==> src/rtl/scsg_pkg.sv <==
// ----------------------------------------------------------------------------
// scsg_pkg
// Widths, limits, register indexes and the segment request type shared by
// the front end, the request queue, the cost unit and the top level.
// ----------------------------------------------------------------------------
package scsg_pkg;

    localparam int MAX_SEGMENTS = 64;
    localparam int CNT_W        = $clog2(MAX_SEGMENTS);

    localparam int CAP_W   = 16;
    localparam int QSUM_W  = CAP_W + 1;
    localparam int SCALE_W = 24;
    localparam int EXON_W  = 8;
    localparam int COST_W  = 49;
    localparam int PROD_W  = QSUM_W + SCALE_W;

    localparam int FIFO_DEPTH = 4;
    localparam int FIFO_AW    = $clog2(FIFO_DEPTH);

    localparam int CFG_IDX_W  = 2;
    localparam int CFG_DATA_W = SCALE_W;

    localparam logic [CFG_IDX_W-1:0] REG_STEP_SIZE  = 2'd0;
    localparam logic [CFG_IDX_W-1:0] REG_COST_SCALE = 2'd1;

    // One segment request: width, hi+lo (which equals (hi*hi-lo*lo)/width),
    // the divisor, the cost multiplier and the end-of-item mark.
    typedef struct packed {
        logic [CAP_W-1:0]  seg_cap;
        logic [QSUM_W-1:0] qsum;
        logic [CAP_W-1:0]  orig;
        logic [EXON_W-1:0] mult;
        logic              last;
    } seg_desc_t;

endpackage

==> src/rtl/scsg_front.sv <==
// ----------------------------------------------------------------------------
// scsg_front
// Accepts items, drops empty ones and walks the capacity in steps, pushing
// one segment request per cycle into the queue while the queue is not full.
// ----------------------------------------------------------------------------
module scsg_front (
    input  logic                           clk,
    input  logic                           rst_n,
    input  logic                           in_valid,
    output logic                           in_stall,
    input  logic [scsg_pkg::CAP_W-1:0]     capacity,
    input  logic [scsg_pkg::CAP_W-1:0]     original_capacity,
    input  logic [scsg_pkg::EXON_W-1:0]    num_exons,
    input  logic [scsg_pkg::CAP_W-1:0]     step_size,
    input  logic                           fifo_full,
    output logic                           push,
    output scsg_pkg::seg_desc_t            push_desc
);
    import scsg_pkg::*;

    typedef enum logic {ST_IDLE, ST_WALK} state_t;

    localparam logic [CNT_W-1:0] CNT_LAST = CNT_W'(MAX_SEGMENTS - 1);

    state_t             state_reg;
    logic [CAP_W-1:0]   cap_reg;
    logic [CAP_W-1:0]   lo_reg;
    logic [CAP_W-1:0]   orig_reg;
    logic [EXON_W-1:0]  mult_reg;
    logic [CNT_W-1:0]   cnt_reg;

    logic [CAP_W-1:0]   step_eff;
    logic [QSUM_W-1:0]  hi_step;
    logic               fits;
    logic [CAP_W-1:0]   hi;
    logic               seg_last;
    logic               accept;
    logic [EXON_W-1:0]  mult_in;

    assign step_eff = (step_size == '0) ? CAP_W'(1) : step_size;
    assign hi_step  = {1'b0, lo_reg} + {1'b0, step_eff};
    assign fits     = (hi_step <= {1'b0, cap_reg});
    assign hi       = fits ? hi_step[CAP_W-1:0] : cap_reg;
    assign seg_last = (hi == cap_reg) || (cnt_reg == CNT_LAST);

    assign in_stall = (state_reg != ST_IDLE);
    assign accept   = in_valid && !in_stall;
    assign mult_in  = (num_exons > EXON_W'(2)) ? (num_exons - EXON_W'(2)) : EXON_W'(1);

    assign push              = (state_reg == ST_WALK) && !fifo_full;
    assign push_desc.seg_cap = hi - lo_reg;
    assign push_desc.qsum    = {1'b0, hi} + {1'b0, lo_reg};
    assign push_desc.orig    = orig_reg;
    assign push_desc.mult    = mult_reg;
    assign push_desc.last    = seg_last;

    always_ff @(posedge clk or negedge rst_n)
    begin
        if (!rst_n)
        begin
            state_reg <= ST_IDLE;
            cap_reg   <= '0;
            lo_reg    <= '0;
            orig_reg  <= '0;
            mult_reg  <= '0;
            cnt_reg   <= '0;
        end
        else
        begin
            unique case (state_reg)
                ST_IDLE:
                begin
                    // drop items that give no segments
                    if (accept && (capacity != '0) && (original_capacity != '0))
                    begin
                        state_reg <= ST_WALK;
                        cap_reg   <= capacity;
                        orig_reg  <= original_capacity;
                        mult_reg  <= mult_in;
                        lo_reg    <= '0;
                        cnt_reg   <= '0;
                    end
                end
                ST_WALK:
                begin
                    if (push)
                    begin
                        lo_reg  <= hi;
                        cnt_reg <= cnt_reg + CNT_W'(1);
                        if (seg_last)
                        begin
                            state_reg <= ST_IDLE;
                        end
                    end
                end
                default:
                begin
                    state_reg <= ST_IDLE;
                end
            endcase
        end
    end

endmodule

==> src/rtl/scsg_fifo.sv <==
// ----------------------------------------------------------------------------
// scsg_fifo
// Short queue of segment requests between the front end and the cost unit.
// ----------------------------------------------------------------------------
module scsg_fifo (
    input  logic                   clk,
    input  logic                   rst_n,
    input  logic                   push,
    input  scsg_pkg::seg_desc_t    push_desc,
    input  logic                   pop,
    output scsg_pkg::seg_desc_t    head_desc,
    output logic                   full,
    output logic                   empty
);
    import scsg_pkg::*;

    seg_desc_t            entry_reg [FIFO_DEPTH];
    logic [FIFO_AW-1:0]   wr_ptr_reg;
    logic [FIFO_AW-1:0]   rd_ptr_reg;
    logic [FIFO_AW:0]     count_reg;
    logic                 do_push;
    logic                 do_pop;

    assign full      = (count_reg == (FIFO_AW + 1)'(FIFO_DEPTH));
    assign empty     = (count_reg == '0);
    assign do_push   = push && !full;
    assign do_pop    = pop && !empty;
    assign head_desc = entry_reg[rd_ptr_reg];

    always_ff @(posedge clk)
    begin
        if (do_push)
        begin
            entry_reg[wr_ptr_reg] <= push_desc;
        end
    end

    always_ff @(posedge clk or negedge rst_n)
    begin
        if (!rst_n)
        begin
            wr_ptr_reg <= '0;
            rd_ptr_reg <= '0;
            count_reg  <= '0;
        end
        else
        begin
            if (do_push)
            begin
                wr_ptr_reg <= wr_ptr_reg + FIFO_AW'(1);
            end
            if (do_pop)
            begin
                rd_ptr_reg <= rd_ptr_reg + FIFO_AW'(1);
            end
            if (do_push && !do_pop)
            begin
                count_reg <= count_reg + (FIFO_AW + 1)'(1);
            end
            else if (do_pop && !do_push)
            begin
                count_reg <= count_reg - (FIFO_AW + 1)'(1);
            end
        end
    end

endmodule

==> src/rtl/scsg_back.sv <==
// ----------------------------------------------------------------------------
// scsg_back
// Cost unit: multiply by the scale, divide by the original capacity one
// quotient bit per cycle, multiply by the exon factor into the result register.
// ----------------------------------------------------------------------------
module scsg_back (
    input  logic                           clk,
    input  logic                           rst_n,
    input  scsg_pkg::seg_desc_t            head_desc,
    input  logic                           fifo_empty,
    output logic                           pop,
    input  logic [scsg_pkg::SCALE_W-1:0]   cost_scale,
    output logic                           out_valid,
    input  logic                           out_stall,
    output logic [scsg_pkg::CAP_W-1:0]     segment_capacity,
    output logic [scsg_pkg::COST_W-1:0]    segment_cost,
    output logic                           last
);
    import scsg_pkg::*;

    typedef enum logic [1:0] {ST_IDLE, ST_DIV, ST_OUT} state_t;

    localparam int DIV_CNT_W = $clog2(PROD_W);
    localparam logic [DIV_CNT_W-1:0] DIV_FIRST = DIV_CNT_W'(PROD_W - 1);

    state_t                 state_reg;
    logic [CAP_W-1:0]       cap_reg;
    logic [CAP_W-1:0]       orig_reg;
    logic [EXON_W-1:0]      mult_reg;
    logic                   last_reg;
    logic [PROD_W-1:0]      quo_reg;
    logic [CAP_W-1:0]       rem_reg;
    logic [DIV_CNT_W-1:0]   bit_cnt_reg;
    logic                   out_valid_reg;
    logic [CAP_W-1:0]       out_cap_reg;
    logic [COST_W-1:0]      out_cost_reg;
    logic                   out_last_reg;

    logic [PROD_W-1:0]      prod;
    logic [CAP_W:0]         trial;
    logic                   ge;
    logic [CAP_W:0]         trial_sub;
    logic [CAP_W-1:0]       rem_new;
    logic [COST_W-1:0]      cost;
    logic                   load;

    assign pop  = (state_reg == ST_IDLE) && !fifo_empty;
    assign prod = PROD_W'(head_desc.qsum) * PROD_W'(cost_scale);

    // restoring division step
    assign trial     = {rem_reg, quo_reg[PROD_W-1]};
    assign ge        = (trial >= {1'b0, orig_reg});
    assign trial_sub = trial - {1'b0, orig_reg};
    assign rem_new   = ge ? trial_sub[CAP_W-1:0] : trial[CAP_W-1:0];

    assign cost = COST_W'(quo_reg) * COST_W'(mult_reg);
    assign load = (state_reg == ST_OUT) && (!out_valid_reg || !out_stall);

    assign out_valid        = out_valid_reg;
    assign segment_capacity = out_cap_reg;
    assign segment_cost     = out_cost_reg;
    assign last             = out_last_reg;

    always_ff @(posedge clk or negedge rst_n)
    begin
        if (!rst_n)
        begin
            state_reg     <= ST_IDLE;
            cap_reg       <= '0;
            orig_reg      <= '0;
            mult_reg      <= '0;
            last_reg      <= 1'b0;
            quo_reg       <= '0;
            rem_reg       <= '0;
            bit_cnt_reg   <= '0;
            out_valid_reg <= 1'b0;
            out_cap_reg   <= '0;
            out_cost_reg  <= '0;
            out_last_reg  <= 1'b0;
        end
        else
        begin
            unique case (state_reg)
                ST_IDLE:
                begin
                    if (pop)
                    begin
                        cap_reg     <= head_desc.seg_cap;
                        orig_reg    <= head_desc.orig;
                        mult_reg    <= head_desc.mult;
                        last_reg    <= head_desc.last;
                        quo_reg     <= prod;
                        rem_reg     <= '0;
                        bit_cnt_reg <= DIV_FIRST;
                        state_reg   <= ST_DIV;
                    end
                end
                ST_DIV:
                begin
                    rem_reg     <= rem_new;
                    quo_reg     <= {quo_reg[PROD_W-2:0], ge};
                    bit_cnt_reg <= bit_cnt_reg - DIV_CNT_W'(1);
                    if (bit_cnt_reg == '0)
                    begin
                        state_reg <= ST_OUT;
                    end
                end
                ST_OUT:
                begin
                    // hold until the result register is free
                    if (load)
                    begin
                        state_reg <= ST_IDLE;
                    end
                end
                default:
                begin
                    state_reg <= ST_IDLE;
                end
            endcase

            if (load)
            begin
                out_valid_reg <= 1'b1;
                out_cap_reg   <= cap_reg;
                out_cost_reg  <= cost;
                out_last_reg  <= last_reg;
            end
            else if (!out_stall)
            begin
                out_valid_reg <= 1'b0;
            end
        end
    end

endmodule

==> src/rtl/square_cost_segment_generator_top.sv <==
// ----------------------------------------------------------------------------
// square_cost_segment_generator_top
// Each segment passes the front end, the request queue, the divider and
// the result register. The cost unit takes one segment at a time through
// its one-bit-per-cycle divider (41 quotient bits) before taking the next.
// Items with zero capacity or original capacity are dropped at acceptance.
// Reset: asynchronous, active low; registers return to step 1, scale 1.
// ----------------------------------------------------------------------------
module square_cost_segment_generator_top (
    input  logic                               clk,
    input  logic                               rst_n,
    input  logic                               cfg_valid,
    output logic                               cfg_ready,
    input  logic [scsg_pkg::CFG_IDX_W-1:0]     cfg_index,
    input  logic [scsg_pkg::CFG_DATA_W-1:0]    cfg_data,
    input  logic                               in_valid,
    output logic                               in_stall,
    input  logic [scsg_pkg::CAP_W-1:0]         capacity,
    input  logic [scsg_pkg::CAP_W-1:0]         original_capacity,
    input  logic [scsg_pkg::EXON_W-1:0]        num_exons,
    output logic                               out_valid,
    input  logic                               out_stall,
    output logic [scsg_pkg::CAP_W-1:0]         segment_capacity,
    output logic [scsg_pkg::COST_W-1:0]        segment_cost,
    output logic                               last
);
    import scsg_pkg::*;

    logic [CAP_W-1:0]   step_reg;
    logic [SCALE_W-1:0] scale_reg;
    logic               push;
    logic               pop;
    logic               fifo_full;
    logic               fifo_empty;
    seg_desc_t          push_desc;
    seg_desc_t          head_desc;

    assign cfg_ready = 1'b1;

    always_ff @(posedge clk or negedge rst_n)
    begin
        if (!rst_n)
        begin
            step_reg  <= CAP_W'(1);
            scale_reg <= SCALE_W'(1);
        end
        else if (cfg_valid && cfg_ready)
        begin
            unique case (cfg_index)
                REG_STEP_SIZE:  step_reg  <= cfg_data[CAP_W-1:0];
                REG_COST_SCALE: scale_reg <= cfg_data;
                default:        ;
            endcase
        end
    end

    scsg_front u_front (
        .clk               (clk),
        .rst_n             (rst_n),
        .in_valid          (in_valid),
        .in_stall          (in_stall),
        .capacity          (capacity),
        .original_capacity (original_capacity),
        .num_exons         (num_exons),
        .step_size         (step_reg),
        .fifo_full         (fifo_full),
        .push              (push),
        .push_desc         (push_desc)
    );

    scsg_fifo u_fifo (
        .clk       (clk),
        .rst_n     (rst_n),
        .push      (push),
        .push_desc (push_desc),
        .pop       (pop),
        .head_desc (head_desc),
        .full      (fifo_full),
        .empty     (fifo_empty)
    );

    scsg_back u_back (
        .clk              (clk),
        .rst_n            (rst_n),
        .head_desc        (head_desc),
        .fifo_empty       (fifo_empty),
        .pop              (pop),
        .cost_scale       (scale_reg),
        .out_valid        (out_valid),
        .out_stall        (out_stall),
        .segment_capacity (segment_capacity),
        .segment_cost     (segment_cost),
        .last             (last)
    );

endmodule

==> config.mk <==
export PLATFORM = sky130hd
export DESIGN_NAME = square_cost_segment_generator_top
export DESIGN_NICKNAME = d
export VERILOG_FILES = /design/src/rtl/scsg_pkg.sv /design/src/rtl/scsg_front.sv /design/src/rtl/scsg_fifo.sv /design/src/rtl/scsg_back.sv /design/src/rtl/square_cost_segment_generator_top.sv
export SDC_FILE = /design/constraint.sdc
export NUM_CORES = 2
export LEC_CHECK = 0
export ABC_AREA = 1
export BUFFER_PORTS_ARGS = -buffer_cell sky130_fd_sc_hd__buf_2
export CAP_MARGIN = 20
export CORE_MARGIN = 1
export CORE_UTILIZATION = 30
export CTS_CLUSTER_DIAMETER = 120
export DETAILED_ROUTE_END_ITERATION = 10
export GPL_TIMING_DRIVEN = 0
export PLACE_DENSITY = 0.52
export REMOVE_ABC_BUFFERS = 1
export SYNTH_ARGS = -nofsm -noshare
export SYNTH_HDL_FRONTEND = slang
export SYNTH_HIERARCHICAL = 1
export SYNTH_SLANG_ARGS = --single-unit
export TNS_END_PERCENT = 30
==> constraint.sdc <==
create_clock -name clk -period 7.2 [get_ports clk]
set_clock_uncertainty 0.15 [all_clocks]
set_input_delay 0 -clock clk [delete_from_list [all_inputs] [get_ports clk]]
set_output_delay 0 -clock clk [all_outputs]
set_load 0.03 [all_outputs]
==> impl_metrics.env <==
export IMPL_die_area_mm2=0.1722
export IMPL_grt_total_usage=0.1592
export IMPL_worst_pin_slew_ns=1.099
export IMPL_die_w_um=414.9
export IMPL_drt_initial_drc_count=2433
export IMPL_core_area_mm2=0.1693
export IMPL_cp_end_kind="flop"
export IMPL_fin_crit_ns=6.861
export IMPL_synth_yosys_seq_area_share=0.2747
export IMPL_maxSlewViolCount=0
export IMPL_die_y_um=414.9
export IMPL_layout_commonest_cell="nand2_1"
export IMPL_maxCapViolations=0
export IMPL_cts_sinks=515
export IMPL_slew_headroom=0.2653
export IMPL_timing_critical_path_buf_inv=8
export IMPL_crit_fanout=27
export IMPL_ant_nets=0
export IMPL_cts_buffers=60
export IMPL_cp_slowest_cell="fa_1"
export IMPL_cp_arrival_ns=7.23
export IMPL_min_to="scale_reg[1]$_DFFE_PN0P_"
export IMPL_largest_register_ffs=232
export IMPL_cp_top_family="adder cells"
export IMPL_syn_inst=6466
export IMPL_final_nets=7533
export IMPL_cts_root_buffer="clkbuf_16"
export IMPL_rsz0062_at_grt="true"
export IMPL_detail_route_wl_per_cell_um=15.42
export IMPL_r2r_cells=25
export IMPL_core_rowCount=151
export IMPL_drive_gt1_frac=0.07735
export IMPL_synth_ff_latch_count=515
export IMPL_worstSetupPathType="flop to flop"
export IMPL_rrSetupSlack_ns=0.34
export IMPL_worst_skew_pair_late_latency_ns=0.70
export IMPL_clock_path_buffers=3
export IMPL_hp_class="input pin to flop"
export IMPL_tns_ns=0
export IMPL_yosys_warnings=6
export IMPL_start_util=0.3022
export IMPL_dp_hpwl_um=100600
export IMPL_post_route_period_util=0.9529
export IMPL_finish_utilization=0.3475
export IMPL_gp_congestion=0.8716
export IMPL_antenna_found_initial=1
export IMPL_setup_viol_count_final=0
export IMPL_dr_pass1_iters=5
export IMPL_io_pins=140
export IMPL_cpMostUsedCell="fa_1"
export IMPL_drc=0
export IMPL_wirelength_um=137100
export IMPL_required_ns=7.57
export IMPL_cts_tree="yes"
export IMPL_status="completed"
export IMPL_r2r_end="u_back/quo_reg[24]$_DFFE_PN0P_"
export IMPL_first_global_vias=41070
export IMPL_h_tree_depth=2
export IMPL_grt_pass1_wl_um=222000
export IMPL_cp_depth=25
export IMPL_clk_pin_slew_ns=0.06
export IMPL_syn_avg_cell_area_um2=7.911
export IMPL_max_freq_ghz=0.1458
export IMPL_cp_slowest_stage_delay_ns=0.58
export IMPL_min_from="cfg_data[1]"
export IMPL_grt_max_degree=87
export IMPL_synth_cell_types=67
export IMPL_vias_per_cell=4.530
export IMPL_min_path_cells=4
export IMPL_area_growth_pct=15.01
export IMPL_start_kind="flop"
export IMPL_worst_r2r_startpoint="u_fifo/rd_ptr_reg[0]$_DFFE_PN0P_"
export IMPL_finalHoldViolCount=0
export IMPL_grt_overflow=0
export IMPL_final_cell_mix="nand2_1, inv_1, fa_1"
export IMPL_vias=40270
export IMPL_syn_area_mm2=0.05115
export IMPL_io_buffer_count=138
[worst min-delay path: stages]
cell and delay [ns]:
dlygate4sd3_1 0.54, buf_2 0.13, nand4_1 0.13, nand2_1 0.07
[metrics by stage]
step	setup slack (ns)	area (um2)	hold WS, ns	cells
2_1_floorplan	-1.179	49720	-0.4456	6166
3_3_place_gp	-4.926	53180	0.06278	8522
3_5_place_dp	-0.7956	54270	-0.1837	8564
4_1_cts	0.02457	58520	0.001123	8873
5_1_grt	-0.01034	58830	0.05288	8889
6_report	0.3392	58830	0.05770	8890
[timing repair]
| action | CTS | global route |
|---|---|---|
| hold buffers | 192 | 0 |
| setup endpoints to repair | 84 | 95 |
| gates cloned | 4 | 4 |
| pin swaps | 1 | 11 |
| buffers inserted | 2 | 12 |
| resized for setup | 39 | 37 |
| endpoints found under the hold margin | 349 | 0 |
[worst max-delay path by stage]
stage,from,end,slack (ns)
after floorplan,u_fifo/rd_ptr_reg[1]$_DFFE_PN0P_,u_back/quo_reg[24]$_DFFE_PN0P_,-1.18
after global placement,u_fifo/rd_ptr_reg[1]$_DFFE_PN0P_,u_back/quo_reg[39]$_DFFE_PN0P_,-4.93
after detailed placement,u_fifo/rd_ptr_reg[0]$_DFFE_PN0P_,u_back/quo_reg[39]$_DFFE_PN0P_,-0.80
after CTS,u_fifo/rd_ptr_reg[0]$_DFFE_PN0P_,u_back/quo_reg[39]$_DFFE_PN0P_,0.02
after global routing,u_fifo/rd_ptr_reg[0]$_DFFE_PN0P_,u_back/quo_reg[24]$_DFFE_PN0P_,-0.01
final,u_fifo/rd_ptr_reg[0]$_DFFE_PN0P_,u_back/quo_reg[24]$_DFFE_PN0P_,0.34
[layout make-up]
| type | count | area [um2] |
|---|---|---|
| clock buffers | 67 | 1558 |
| repair inverters | 3 | 28.78 |
| well taps | 2218 | 2775 |
| multi-input cells | 4135 | 30320 |
| repair buffers | 389 | 3834 |
| fillers | 17710 | 110500 |
| clock inverters | 44 | 509.2 |
| inverters | 1518 | 5741 |
| diodes | 1 | 2.502 |
| flip-flops and latches | 515 | 14070 |
[layer usage]
metal | track usage | vias up | wire, um
met2 | 0.2651 | 759 | 64070
met5 | 0 | - | 13
met3 | 0.01928 | 168 | 5601
met1 | 0.2181 | 19630 | 64240
met4 | 0.04105 | 2 | 3184
li1 | - | 19710 | -
[Yosys cell counts, drive strengths merged]
| library cell | instances | area [um2] |
|---|---|---|
| and2 | 9 | 56.31 |
| nor4 | 15 | 93.84 |
| a21oi | 154 | 797.0 |
| o22ai | 30 | 187.7 |
| conb | 1 | 3.750 |
| o21bai | 19 | 142.6 |
| o31ai | 8 | 78.82 |
| xor2 | 45 | 401.6 |
| or2 | 12 | 75.08 |
| dfrtp | 281 | 7032 |
| edfxtp | 232 | 6967 |
| nand3b | 30 | 225.2 |
| ha | 272 | 3403 |
| a21boi | 5 | 45.04 |
| or3 | 1 | 6.260 |
| a22o | 2 | 17.52 |
| dfstp | 2 | 52.55 |
| o2111ai | 1 | 8.760 |
| o21ai | 154 | 797.0 |
| nand3 | 194 | 1008 |
| a31oi | 4 | 25.02 |
| nor2 | 204 | 812.0 |
| o21a | 2 | 15.01 |
| buf | 104 | 700.7 |
| xnor2 | 36 | 315.3 |
| nor3 | 24 | 141.4 |
| a21o | 1 | 7.510 |
| o211ai | 123 | 1269 |
| a22oi | 2 | 15.01 |
| clkbuf | 196 | 735.7 |
| clkinv | 1 | 3.750 |
| inv | 1517 | 5697 |
| nand2 | 2140 | 8147 |
| a41o | 1 | 10.01 |
| fa | 568 | 11370 |
| o221ai | 2 | 17.52 |
| nand4 | 71 | 450.4 |
| and3 | 2 | 12.51 |
| mux2i | 1 | 10.01 |
[logic make-up (layout without fill, tap and decap cells)]
logic type | Yosys count | in the layout | synth area share
and+or+nand+nor | 2702 | 2704 | 0.2156
buffers and inverters | 1818 | 2021 | 0.1395
adders and majority gates | 840 | 840 | 0.2888
DFF | 515 | 515 | 0.2747
AOI/OAI and AO/OA | 508 | 508 | 0.06712
xor gates and xnor gates | 81 | 81 | 0.01402
other | 1 | 2 | 0.00007331
muxes | 1 | 1 | 0.0001957
Power is not shown: default switching activity piles up to over one toggle a cycle in this logic, so the estimate is an artifact.
